<file path="src/design/rfct_pkg.sv">
// Shared types, constants and CRC functions of the radio frame check trailer.
`default_nettype none
package rfct_pkg;

   localparam int BYTE_W      = 8;
   localparam int CRC16_W     = 16;
   localparam int CSR_INDEX_W = 2;
   localparam int CSR_DATA_W  = 16;

   localparam int BURST_MAX   = 4;
   localparam int QUEUE_DEPTH = 5;
   localparam int COUNT_W     = $clog2(QUEUE_DEPTH + 1);
   localparam int BURST_W     = $clog2(BURST_MAX + 1);

   localparam logic [CSR_INDEX_W-1:0] CSR_CRC16_ENABLE = 2'd0;
   localparam logic [CSR_INDEX_W-1:0] CSR_CRC8_ENABLE  = 2'd1;
   localparam logic [CSR_INDEX_W-1:0] CSR_CRC16_OFFSET = 2'd2;
   localparam logic [CSR_INDEX_W-1:0] CSR_CRC16_INIT   = 2'd3;

   localparam logic                 RESET_CRC16_ENABLE = 1'b1;
   localparam logic                 RESET_CRC8_ENABLE  = 1'b1;
   localparam logic [BYTE_W-1:0]    RESET_CRC16_OFFSET = 8'd10;
   localparam logic [CRC16_W-1:0]   RESET_CRC16_INIT   = 16'hFFFF;

   localparam logic [CRC16_W-1:0]   CRC16_POLY = 16'hA001;
   localparam logic [BYTE_W-1:0]    CRC8_TAPS  = 8'h01;
   localparam logic [BYTE_W-1:0]    BYTE_ZERO  = 8'h00;
   localparam logic [BYTE_W-1:0]    INDEX_MAX  = 8'hFF;

   typedef struct packed {
      logic [BYTE_W-1:0] data;
      logic              last;
   } rfct_entry_type;

   typedef struct packed {
      logic [BURST_W-1:0]                    count;
      rfct_entry_type [BURST_MAX-1:0]        entries;
   } rfct_push_type;

   function automatic logic [CRC16_W-1:0] crc16_byte(input logic [CRC16_W-1:0] crc,
                                                     input logic [BYTE_W-1:0] value);
      logic [CRC16_W-1:0] c;
      c = crc ^ {{(CRC16_W-BYTE_W){1'b0}}, value};
      for (int k = 0; k < BYTE_W; k++) begin
         if (c[0]) begin
            c = (c >> 1) ^ CRC16_POLY;
         end else begin
            c = c >> 1;
         end
      end
      return c;
   endfunction

   function automatic logic [BYTE_W-1:0] crc8_byte(input logic [BYTE_W-1:0] crc,
                                                   input logic [BYTE_W-1:0] value);
      logic [BYTE_W-1:0] c;
      c = crc ^ value;
      for (int k = 0; k < BYTE_W; k++) begin
         c = {c[BYTE_W-2:0], 1'b0} ^ (c[BYTE_W-1] ? CRC8_TAPS : BYTE_ZERO);
      end
      return c;
   endfunction

endpackage
`default_nettype wire

</file>
<file path="src/design/radio_frame_crc_trailer.sv">
// Top level of the radio frame check trailer: CRC state, trailer build and output queue.
// The block takes one body byte per cycle while its input is ready and writes it to a
// registered output queue. The last body byte of a frame yields one to four output bytes
// (body byte, CRC-16 high, CRC-16 low, CRC-8) into the queue. The input is ready whenever
// the five-entry output queue holds at most one byte, which gives one body byte per cycle
// within a frame while the output side keeps taking bytes. Configuration writes take effect
// at once; CRC-16 start value is picked up at the first byte of the next frame.
`default_nettype none
module radio_frame_crc_trailer (
   input  wire logic                        clock,
   input  wire logic                        reset,
   input  wire logic                        req_valid,
   output logic                             req_ready,
   input  wire logic [rfct_pkg::BYTE_W-1:0] req_data_byte,
   input  wire logic                        req_data_last,
   output logic                             rsp_valid,
   input  wire logic                        rsp_ready,
   output logic [rfct_pkg::BYTE_W-1:0]      rsp_out_byte,
   output logic                             rsp_out_last,
   input  wire logic                        csr_write_enable,
   input  wire logic [rfct_pkg::CSR_INDEX_W-1:0] csr_index,
   input  wire logic [rfct_pkg::CSR_DATA_W-1:0]  csr_write_data
);
   import rfct_pkg::*;

   logic                crc16_enable_ff;
   logic                crc8_enable_ff;
   logic [BYTE_W-1:0]   crc16_offset_ff;
   logic [CRC16_W-1:0]  crc16_init_ff;

   logic [CRC16_W-1:0]  crc16_accum_ff;
   logic [CRC16_W-1:0]  crc16_accum_in;
   logic [BYTE_W-1:0]   crc8_accum_ff;
   logic [BYTE_W-1:0]   crc8_accum_in;
   logic [BYTE_W-1:0]   byte_index_ff;
   logic [BYTE_W-1:0]   byte_index_in;

   logic                accept;
   logic                first;
   logic [CRC16_W-1:0]  c16_start;
   logic [CRC16_W-1:0]  c16_next;
   logic [BYTE_W-1:0]   c8_start;
   logic [BYTE_W-1:0]   c8_next;
   logic [BYTE_W-1:0]   crc_hi;
   logic [BYTE_W-1:0]   crc_lo;
   logic [BYTE_W-1:0]   c8_final;
   rfct_push_type       push;

   assign accept = req_valid && req_ready;

   always_ff @(posedge clock) begin
      if (reset) begin
         crc16_enable_ff <= RESET_CRC16_ENABLE;
         crc8_enable_ff  <= RESET_CRC8_ENABLE;
         crc16_offset_ff <= RESET_CRC16_OFFSET;
         crc16_init_ff   <= RESET_CRC16_INIT;
      end else if (csr_write_enable) begin
         case (csr_index)
            CSR_CRC16_ENABLE: crc16_enable_ff <= csr_write_data[0];
            CSR_CRC8_ENABLE:  crc8_enable_ff  <= csr_write_data[0];
            CSR_CRC16_OFFSET: crc16_offset_ff <= csr_write_data[BYTE_W-1:0];
            CSR_CRC16_INIT:   crc16_init_ff   <= csr_write_data[CRC16_W-1:0];
            default: begin
            end
         endcase
      end
   end

   always_comb begin
      first     = (byte_index_ff == '0);
      c16_start = first ? crc16_init_ff : crc16_accum_ff;
      c8_start  = first ? BYTE_ZERO : crc8_accum_ff;
      c16_next  = (byte_index_ff >= crc16_offset_ff) ? crc16_byte(c16_start, req_data_byte)
                                                     : c16_start;
      c8_next   = crc8_byte(c8_start, req_data_byte);
      crc_hi    = c16_next[CRC16_W-1:BYTE_W];
      crc_lo    = c16_next[BYTE_W-1:0];
      c8_final  = crc8_byte(crc8_byte(c8_next, crc_hi), crc_lo);

      push.count   = '0;
      push.entries = '0;
      push.entries[0].data = req_data_byte;
      if (!req_data_last) begin
         push.count = BURST_W'(1);
      end else if (!crc16_enable_ff && !crc8_enable_ff) begin
         push.count = BURST_W'(1);
         push.entries[0].last = 1'b1;
      end else if (!crc16_enable_ff) begin
         push.count = BURST_W'(2);
         push.entries[1].data = c8_next;
         push.entries[1].last = 1'b1;
      end else begin
         push.count = BURST_W'(4);
         push.entries[1].data = crc_hi;
         push.entries[2].data = crc_lo;
         push.entries[3].data = crc8_enable_ff ? c8_final : BYTE_ZERO;
         push.entries[3].last = 1'b1;
      end
      if (!accept) begin
         push.count = '0;
      end

      if (req_data_last) begin
         crc16_accum_in = crc16_init_ff;
         crc8_accum_in  = BYTE_ZERO;
         byte_index_in  = '0;
      end else begin
         crc16_accum_in = c16_next;
         crc8_accum_in  = c8_next;
         byte_index_in  = (byte_index_ff == INDEX_MAX) ? byte_index_ff : byte_index_ff + 1'b1;
      end
   end

   always_ff @(posedge clock) begin
      if (reset) begin
         crc8_accum_ff <= '0;
         byte_index_ff <= '0;
      end else if (accept) begin
         crc8_accum_ff <= crc8_accum_in;
         byte_index_ff <= byte_index_in;
      end
   end

   always_ff @(posedge clock) begin
      if (accept) begin
         crc16_accum_ff <= crc16_accum_in;
      end
   end

   rfct_out_queue u_out_queue (
      .clock        (clock),
      .reset        (reset),
      .push         (push),
      .push_ready   (req_ready),
      .rsp_valid    (rsp_valid),
      .rsp_ready    (rsp_ready),
      .rsp_out_byte (rsp_out_byte),
      .rsp_out_last (rsp_out_last)
   );

endmodule
`default_nettype wire

</file>
<file path="src/design/rfct_out_queue.sv">
// Output queue that takes a burst of up to four frame bytes and hands them out one per transfer.
`default_nettype none
module rfct_out_queue (
   input  wire logic                   clock,
   input  wire logic                   reset,
   input  wire rfct_pkg::rfct_push_type push,
   output logic                        push_ready,
   output logic                        rsp_valid,
   input  wire logic                   rsp_ready,
   output logic [rfct_pkg::BYTE_W-1:0] rsp_out_byte,
   output logic                        rsp_out_last
);
   import rfct_pkg::*;

   rfct_entry_type [QUEUE_DEPTH-1:0] entry_ff;
   rfct_entry_type [QUEUE_DEPTH-1:0] entry_in;
   rfct_entry_type [QUEUE_DEPTH-1:0] shifted;
   logic [COUNT_W-1:0]               count_ff;
   logic [COUNT_W-1:0]               count_in;
   logic                             pop;
   logic [COUNT_W-1:0]               base;
   logic [COUNT_W-1:0]               rel;

   assign pop          = (count_ff != '0) && rsp_ready;
   assign rsp_valid    = (count_ff != '0);
   assign rsp_out_byte = entry_ff[0].data;
   assign rsp_out_last = entry_ff[0].last;
   assign push_ready   = (count_ff <= COUNT_W'(QUEUE_DEPTH - BURST_MAX));

   always_comb begin
      base     = count_ff - COUNT_W'(pop);
      count_in = base + COUNT_W'(push.count);
      shifted[QUEUE_DEPTH-1] = entry_ff[QUEUE_DEPTH-1];
      for (int i = 0; i < QUEUE_DEPTH - 1; i++) begin
         shifted[i] = entry_ff[i + 1];
      end
      entry_in = pop ? shifted : entry_ff;
      for (int i = 0; i < QUEUE_DEPTH; i++) begin
         rel = COUNT_W'(i) - base;
         if ((COUNT_W'(i) >= base) && (rel < COUNT_W'(push.count))) begin
            entry_in[i] = push.entries[rel[BURST_W-2:0]];
         end
      end
   end

   always_ff @(posedge clock) begin
      if (reset) begin
         count_ff <= '0;
      end else begin
         count_ff <= count_in;
      end
   end

   always_ff @(posedge clock) begin
      entry_ff <= entry_in;
   end

endmodule
`default_nettype wire

</file>
<file path="config.mk">
export PLATFORM = sky130hd
export DESIGN_NAME = radio_frame_crc_trailer
export DESIGN_NICKNAME = d
export VERILOG_FILES = /design/src/design/rfct_pkg.sv /design/src/design/radio_frame_crc_trailer.sv /design/src/design/rfct_out_queue.sv
export SDC_FILE = /design/constraint.sdc
export NUM_CORES = 1
export LEC_CHECK = 0
export BUFFER_PORTS_ARGS = -buffer_cell sky130_fd_sc_hd__buf_2
export CORE_MARGIN = 2
export CORE_UTILIZATION = 55
export DETAILED_ROUTE_END_ITERATION = 7
export PLACE_DENSITY = 0.84
export SLEW_MARGIN = 20
export SYNTH_ARGS = -nofsm -noshare
export SYNTH_HDL_FRONTEND = slang
export SYNTH_SLANG_ARGS = --single-unit
</file>
<file path="constraint.sdc">
create_clock -name clock -period 5.1 [get_ports clock]
set_input_delay 1.53 -clock clock [delete_from_list [all_inputs] [get_ports clock]]
set_output_delay 1.53 -clock clock [all_outputs]
set_load 0.01 [all_outputs]
</file>
# After elaboration in Yosys (flattened, before gate mapping)
# Cells that the tools add are included.
[op_classes]
n_addsub = 8
order_cmp = 17
n_eq_ne = 5
n_mux = 69
bitwise = 36
n_reduce_logical = 22
[ops]
columns = ["cell", "count"]
rows = [
  ["$xor 8x1->8", 24],
  ["$mux 16", 11],
  ["$mux 9", 12],
  ["$bmux 9 s2", 5],
  ["$mux 17", 3],
  ["$mux 8", 6],
  ["$mux 36", 1],
  ["$mux 1", 27],
  ["$not 2->3", 8],
  ["$xor 8x8->8", 3],
  ["$xor 16x8->16", 1],
  ["$lt 2x3->1 const B", 5],
  ["$lt 3x3->1", 5],
  ["$mux 3", 4],
  ["$reduce_and 2->1", 5],
  ["$add 8x1->8 const B", 1],
  ["$eq 8x8->1 const B", 1],
  ["$ge 8x8->1", 1],
  ["$logic_and 1x1->1", 8],
  ["$logic_not 8->1", 1],
  ["$reduce_bool 2->1", 4],
  ["$ge 1x3->1 const A", 2],
  ["$ge 2x3->1 const A", 2],
  ["$sub 1x3->3 const A", 2],
  ["other kinds (12)", 15],
]
[totals]
ff_bits = 106
inputBits = 32
elab_cells = 175

# Longest topological paths before layout
# Gate-level depths: netlist of the first run.
[logic_depth]
word_depth = 61
mapped_depth = 19
depth_no_buf = 15

# By module
# From an unflattened synthesis of the first run, not the netlist that was laid out.
[hier_totals]
hier_cells = 683
area_unflattened_um2 = 7238.2
[by_module_without_submodules]
columns = ["module", "n_inst", "cells_per_inst", "area_per_inst_um2", "seq_area_each_um2"]
rows = [
  ["radio_frame_crc_trailer", 1, 480, 3926.3, 1321.3],
  ["rfct_out_queue", 1, 203, 3311.9, 1411.4],
]

# Worst setup path before layout of the first run
# OpenSTA, ideal clock, no wires.
[synth_timing]
path_type = "input-to-reg"
startpoint = "input rsp_ready"
endpoint = "register u_out_queue.entry_ff[36] (netlist name), enable pin"
arrival_time_ps = 4942
required_time_ps = 4708
slack_ps = -233
stages = 13
n_path_buf = 3
path_cell_list = "nand2_1 > inv_1 > ha_1 > ha_1 > clkbuf_1 > inv_1 > clkbuf_1 > ha_1 > clkbuf_1 > inv_1 > ha_1 > a21o_1 > a221oi_1"
[synth_between]
elab_chain_cells = 5
[synth_rtl]
columns = ["item", "line_no", "rtl"]
rows = [
  ["start: declaration", "radio_frame_crc_trailer.sv:17", "input wire logic rsp_ready,"],
  ["$logic_and 1x1->1 *", "rfct_out_queue.sv:24", "assign pop = (count_ff != '0) && rsp_ready;"],
  ["$sub 3x1->3 *", "rfct_out_queue.sv:31", "base = count_ff - COUNT_W'(pop);"],
  ["$sub 3x3->3", "rfct_out_queue.sv:39", "rel = COUNT_W'(i) - base;"],
  ["$lt 3x3->1", "rfct_out_queue.sv:40", "if ((COUNT_W'(i) >= base) && (rel < COUNT_W'(push.count))) begin"],
  ["$logic_and 1x1->1 *", "rfct_out_queue.sv:40", ""],
  ["end signal: assignment", "rfct_out_queue.sv:55", "entry_ff <= entry_in;"],
  ["end: declaration", "rfct_out_queue.sv:15", "rfct_entry_type [QUEUE_DEPTH-1:0] entry_ff;"],
]
# Every way passes the cells marked *; elsewhere a longest branch is shown, timed or not.
# A chain may end at the register's enable or synchronous reset.

==> impl_metrics.env, run 1 <==
export IMPL_powerDensity_mw_per_mm2=631
export IMPL_fmax_ghz=0.219
export IMPL_dieArea_mm2=0.0142
export IMPL_core_mm2=0.0131
export IMPL_whs_ns=0.494
export IMPL_finalMaxSlewViolations=0
export IMPL_synth_edf_count=61
export IMPL_cts_resized=0
export IMPL_path_class="in2reg"
export IMPL_leakage_nw=3.25
export IMPL_synthTopCellsByArea="edfxtp_1 25%, dfxtp_1 12%, mux2i_1 6.3%"
export IMPL_finalCritPeriodShare_pct=89.6
export IMPL_wl_per_cell_um=18.1
export IMPL_place_gp_congestion=0.919
export IMPL_ys_warn_count=0
export IMPL_num_io_pins=43
export IMPL_dr_pass1_iters=6
export IMPL_antenna_cells=0
export IMPL_ctsLongestPathBuffers=2
export IMPL_final_cell_area_mm2=0.00789
export IMPL_holdBufCountCts=0
export IMPL_cts_buffers=9
export IMPL_worst_pin_slew_ns=1.10
export IMPL_die_w_um=119
export IMPL_syn_nets=863
export IMPL_grt_pass1_vias=5790
export IMPL_yosysUniqueCellTypes=68
export IMPL_antenna_found_initial=0
export IMPL_remaining_drc_errors=0
export IMPL_reg2reg_setup_slack_ns=1.06
export IMPL_ys_ff_latch=106
export IMPL_endpoint_kind="register"
export IMPL_cts_tree="done"
export IMPL_rsz0062_at_grt="no"
export IMPL_clock_root_buffer="clkbuf_16"
export IMPL_die_y_um=119
export IMPL_hpwl_um=13100
export IMPL_grt_util_all_layers_pct=25.8
export IMPL_grt_max_degree=41
export IMPL_setup_tns_ns=0
export IMPL_synth_top_cell_area_share_pct=25.1
export IMPL_port_buffers=42
export IMPL_post_cts_buffers=0
export IMPL_synth_main_ff_cell="edfxtp_1"
export IMPL_layout_area_overhead_vs_synth_pct=8.22
export IMPL_status="completed"
export IMPL_synthArstFlopShare_pct=0
export IMPL_wirelength_um=18100
export IMPL_placed_area_mm2=0.00762
export IMPL_post_route_util_pct=60.3
export IMPL_ir_worst_vdd_v=0.000411
export IMPL_clkSinkCount=106
export IMPL_clkLatencyLatePin_ns=0.36
export IMPL_cts_max_level=3
export IMPL_synth_cells=798
export IMPL_via_per_inst=6.18
export IMPL_num_rows=42
export IMPL_avgSynthCellArea_um2=9.14
export IMPL_fin_crit_ns=4.57
export IMPL_clock_skew_ns=0.0114
export IMPL_cts_clk_slew_worst_paths_ns=0.07
export IMPL_drt_initial_drc_count=615
export IMPL_slew_headroom_pct=26.2
export IMPL_crit_arrival_ns=4.65
export IMPL_required_ns=5.19
export IMPL_hold_class="reg2reg"
export IMPL_hold_viol=0
export IMPL_gr_total_overflow=0
export IMPL_yosysTopAreaCell="edfxtp_1"
export IMPL_setup_viol=0
export IMPL_antenna_left=0
export IMPL_netlist_area_mm2=0.00729
export IMPL_vias=6175
export IMPL_startpoint_type="input pin"
export IMPL_seq_area_frac_synth_pct=37.5
export IMPL_start_util_pct=55.7
export IMPL_maxCapViolCount=0
export IMPL_critPathMaxFanout=13
export IMPL_layout_nets=883
export IMPL_grt_pass1_wl_um=28800
export IMPL_drive_gt1_share_pct=14.2
-- Yosys cell counts (all sizes together) (2+ instances only) --
library cell,count
nand2,97
nor2,72
edfxtp,61
a21oi,51
mux2i,46
dfxtp,45
o21ai,37
ha,32
inv,31
mux2,31
clkbuf,28
nand3,27
xnor2,21
xor2,21
nor2b,20
buf,19
nand3b,17
nand4b,12
nor3,12
a22oi,11
and3,10
a211o,8
nand2b,8
o22ai,8
nand4,7
a21o,6
and2,5
o31ai,5
nor3b,4
o211ai,4
o21a,4
o2bb2ai,4
a211oi,3
and4,3
or4,3
xnor3,3
a221oi,2
a31oi,2
o31a,2
or3,2
xor3,2
-- per-stage QoR --
stage | cells | total power [mW] | setup slack [ns]
after global placement | 983 | 4.19 | 0.333
final | 999 | 4.98 | 0.531
after global routing | 999 | 5.29 | 0.296
after floorplan | 798 | 3.56 | 0.0980
after detailed placement | 983 | 4.28 | 0.198
after CTS | 999 | 4.94 | 0.542
-- path summary, 6_finish.rpt --
| path | startpoint | to | depth (start not counted) |
|---|---|---|---|
| setup reg to reg | byte_index_ff[0]$_SDFFE_PP0P_ | u_out_queue.entry_ff[35]$_DFFE_PP_ | 12 |
| setup / recovery | rsp_ready | u_out_queue.rsp_out_byte[7]$_DFFE_PP_ | 13 |
| hold / removal | crc8_accum_ff[4]$_SDFFE_PP0P_ | crc8_accum_ff[4]$_SDFFE_PP0P_ | 2 |
| hold reg to reg | crc8_accum_ff[4]$_SDFFE_PP0P_ | crc8_accum_ff[4]$_SDFFE_PP0P_ | 2 |
-- final cells by class --
class                           instances  area, µm²
Clock buffer                           12        238
Timing Repair Buffer                   56        315
Inverter                               31        116
Multi-Input combinational cell        614       4240
Tap cell                              176        220
Fill cell                            1082       5190
Sequential cell                       106       2730
Clock inverter                          4       28.8
-- logic make-up (layout without fill, tap and decap cells) --
logic type      after synthesis  after routing  share of synthesized area (%)
fa+ha+maj                    33             33                           5.76
flops                       106            106                           37.5
xor+xnor                     47             47                           6.85
buf+inv                      78            103                           4.58
mux                          77             77                           11.2
compound gates              154            154                           13.1
simple gates                303            303                           21.1
-- registers in the layout, indices dropped and copies added, names as in the netlist --
| name | count |
|---|---|
| u_out_queue.rsp_out_byte | 8 |
| byte_index_ff | 8 |
| u_out_queue.rsp_out_last | 1 |
| crc16_offset_ff | 8 |
| crc8_accum_ff | 8 |
| crc16_init_ff | 16 |
| u_out_queue.count_ff | 3 |
| crc16_accum_ff | 16 |
| u_out_queue.entry_ff | 36 |
| crc16_enable_ff | 1 |
| crc8_enable_ff | 1 |
-- cells in the final DEF, fill, tap and decap left out, types with 4 or more instances in the layout --
cell	n
o31ai_1	5
nor2_1	72
buf_4	14
o21ai_0	33
nor3_1	11
nand2_1	95
dfxtp_1	45
ha_1	32
o21a_1	4
nand4b_1	12
xor2_1	20
nand3b_1	17
nand3_1	25
mux2_2	29
mux2i_1	46
a21o_1	6
a22oi_1	11
and2_1	5
o21ai_1	4
inv_1	30
edfxtp_1	61
a211o_1	8
clkbuf_16	9
a21oi_1	51
nand4_1	7
o2bb2ai_1	4
xnor2_1	20
buf_2	42
nor2b_1	20
and3_1	10
nand2b_1	8
o22ai_1	8
-- where the power goes --
| part | internal [mW] | switching [mW] |
|---|---|---|
| registers | 1.42 | 0.0873 |
| clock network | 0.335 | 0.321 |
| logic | 1.08 | 1.73 |
| total | 2.84 | 2.14 |
-- critical path, stage by stage --
cell	delay (ns)
buf_2	0.09
nand2_1	0.18
inv_1	0.07
ha_1	0.19
ha_1	0.29
inv_1	0.14
ha_1	0.52
inv_1	0.19
ha_1	0.33
a21o_1	0.19
a211o_1	0.52
a22oi_1	0.29
o31ai_1	0.10
-- per-layer routing --
metal  global-route usage, %  vias to the layer above  wire [µm]
li1                        -                     2904          -
met1                    34.9                     2941       7700
met2                    40.7                      285       8360
met3                    3.83                       45       1420
met4                    12.4                        0        598
met5                       0                        -          0
Power figures use the tool's default switching activity.
==> run 2: changes to the inputs <==
HOLD_SLACK_MARGIN = 0.06   (was unset)
RECOVER_POWER = 100   (was unset)
TNS_END_PERCENT = 20   (was unset)
==> run 2 against run 1 <==
The run now ends with max-capacitance violations, max-slew violations left. Via count fell by 0.79%. Wire length rose by 2.1%. Largest power group unchanged. Final area fell by 0.57%. Sequential power barely moved. Critical path depth rose by 1. Clock power rose by 6.1%. Clock skew fell by 0.0040 ns. Clock-buffer cell count fell by 3. Register-to-register slack got worse by 0.53 ns. Cell count rose by 0.10%.
==> impl_metrics.env, run 2 (synthesized netlist as in run 1, its figures left out) <==
export IMPL_status="complete, but fails checks"
export IMPL_violations="max-capacitance violations, max-slew violations"
export IMPL_cts_buffers=9
export IMPL_crit_arrival_ns=4.72
export IMPL_holdBufCountCts=0
export IMPL_die_y_um=119
export IMPL_layout_area_overhead_vs_synth_pct=7.60
export IMPL_grt_pass1_wl_um=29600
export IMPL_clock_skew_ns=0.00738
export IMPL_dieArea_mm2=0.0142
export IMPL_slew_headroom_pct=-16.1
export IMPL_mostFrequentLayoutCell="nand2_1"
export IMPL_required_ns=5.21
export IMPL_antenna_cells=0
export IMPL_hold_viol=0
export IMPL_largest_register_ff_count=36
export IMPL_startpoint_type="input pin"
export IMPL_vias=6126
export IMPL_placed_cells=984
export IMPL_port_buffers=42
export IMPL_num_rows=42
export IMPL_gr_total_overflow=0
export IMPL_drive_gt1_share_pct=10.7
export IMPL_cts_tree="done"
export IMPL_antenna_left=0
export IMPL_wirelength_um=18500
export IMPL_ff_latch_area_mm2=0.00273
export IMPL_maxCapViolCount=2
export IMPL_wl_per_cell_um=18.5
export IMPL_layout_nets=884
export IMPL_finalCritPeriodShare_pct=90.5
export IMPL_cts_clk_slew_worst_paths_ns=0.07
export IMPL_grt_max_degree=41
export IMPL_path_class="in2reg"
export IMPL_grt_pass1_vias=5831
export IMPL_cts_max_level=3
export IMPL_setup_viol=0
export IMPL_start_util_pct=55.7
export IMPL_core_mm2=0.0131
export IMPL_die_w_um=119
export IMPL_worst_pin_slew_ns=1.72
export IMPL_fin_crit_ns=4.61
export IMPL_clock_root_buffer="clkbuf_16"
export IMPL_via_per_inst=6.13
export IMPL_final_cell_mix="96 x nand2_1, 72 x nor2_1, 61 x edfxtp_1, 51 x a21oi_1, 46 x mux2i_1"
export IMPL_leakage_nw=3.18
export IMPL_clkLatencyLatePin_ns=0.35
export IMPL_reg_top3="u_out_queue.entry_ff: 36 flops, crc16_accum_ff: 16 flops, crc16_init_ff: 16 flops"
export IMPL_ir_worst_vdd_v=0.000689
export IMPL_post_cts_buffers=0
export IMPL_hold_class="reg2reg"
export IMPL_ctsLongestPathBuffers=2
export IMPL_critPathMaxFanout=16
export IMPL_num_io_pins=43
export IMPL_fill_cells=1106
export IMPL_antenna_found_initial=0
export IMPL_hpwl_um=13200
export IMPL_finalMaxSlewViolations=52
export IMPL_multi_input_area_mm2=0.00420
export IMPL_stdcell_count=1000
export IMPL_rsz0062_at_grt="no"
export IMPL_place_gp_congestion=0.927
export IMPL_remaining_drc_errors=0
export IMPL_setup_tns_ns=0
export IMPL_top_register="u_out_queue.entry_ff"
export IMPL_endpoint_kind="register"
export IMPL_powerDensity_mw_per_mm2=637
export IMPL_whs_ns=0.491
export IMPL_clkSinkCount=106
export IMPL_dr_pass1_iters=5
export IMPL_cts_resized=0
export IMPL_fmax_ghz=0.217
export IMPL_grt_util_all_layers_pct=26.4
export IMPL_drt_initial_drc_count=817
==> run 2: final cells by class <==
type	instances	share of cell area, %
Clock inverter	7	0.861
Tap cell	176	2.81
Timing Repair Buffer	57	3.59
Multi-Input combinational cell	614	53.6
Sequential cell	106	34.8
Inverter	31	1.48
Clock buffer	9	2.87
==> run 2: path summary, 6_finish.rpt <==
path                                                startpoint                               endpoint  slack, ns  cells after the start
worst max-delay path                                 rsp_ready     u_out_queue.entry_ff[20]$_DFFE_PP_       0.49                     14
worst min register to register  crc16_init_ff[13]$_SDFFE_PP1P_         crc16_init_ff[13]$_SDFFE_PP1P_       0.49                      2
worst min-delay path            crc16_init_ff[13]$_SDFFE_PP1P_         crc16_init_ff[13]$_SDFFE_PP1P_       0.49                      2
worst max register to register   byte_index_ff[0]$_SDFFE_PP0P_  u_out_queue.rsp_out_byte[1]$_DFFE_PP_       0.53                     12
==> run 2: layer usage <==
metal	vias to the layer above	GRT usage (%)	share of wire, %
met4	0	12.8	3.9
met3	59	3.54	7.4
met2	305	40.8	47
met1	2861	36.5	42
met5	-	0	0
li1	2901	-	-
==> run 2: worst max-delay path: stages <==
cell and delay, ns:
buf_2 0.10, nand2_1 0.18, inv_1 0.07, ha_1 0.19, ha_1 0.29, inv_1 0.08
buf_4 0.25, ha_1 0.38, ha_1 0.34, a21o_1 0.17, a221oi_1 0.30, clkbuf_1 0.42
o221ai_1 0.25, o21a_1 0.16
==> run 2: per-stage QoR <==
stage	power (mW)	area (µm²)	utilization, %	setup slack (ns)
after floorplan	3.56	7300	-	-0.144
after global placement	4.19	7620	58.3	0.318
after detailed placement	4.31	7620	58.3	0.184
after CTS	5.02	7920	60.5	0.560
after global routing	5.29	7850	60.0	0.172
final	5.00	7850	60.0	0.487
==> run 2: report_power, final <==
part	internal (mW)	switching, mW
sequential	1.43	0.0891
combinational	1.00	1.78
clock	0.379	0.318
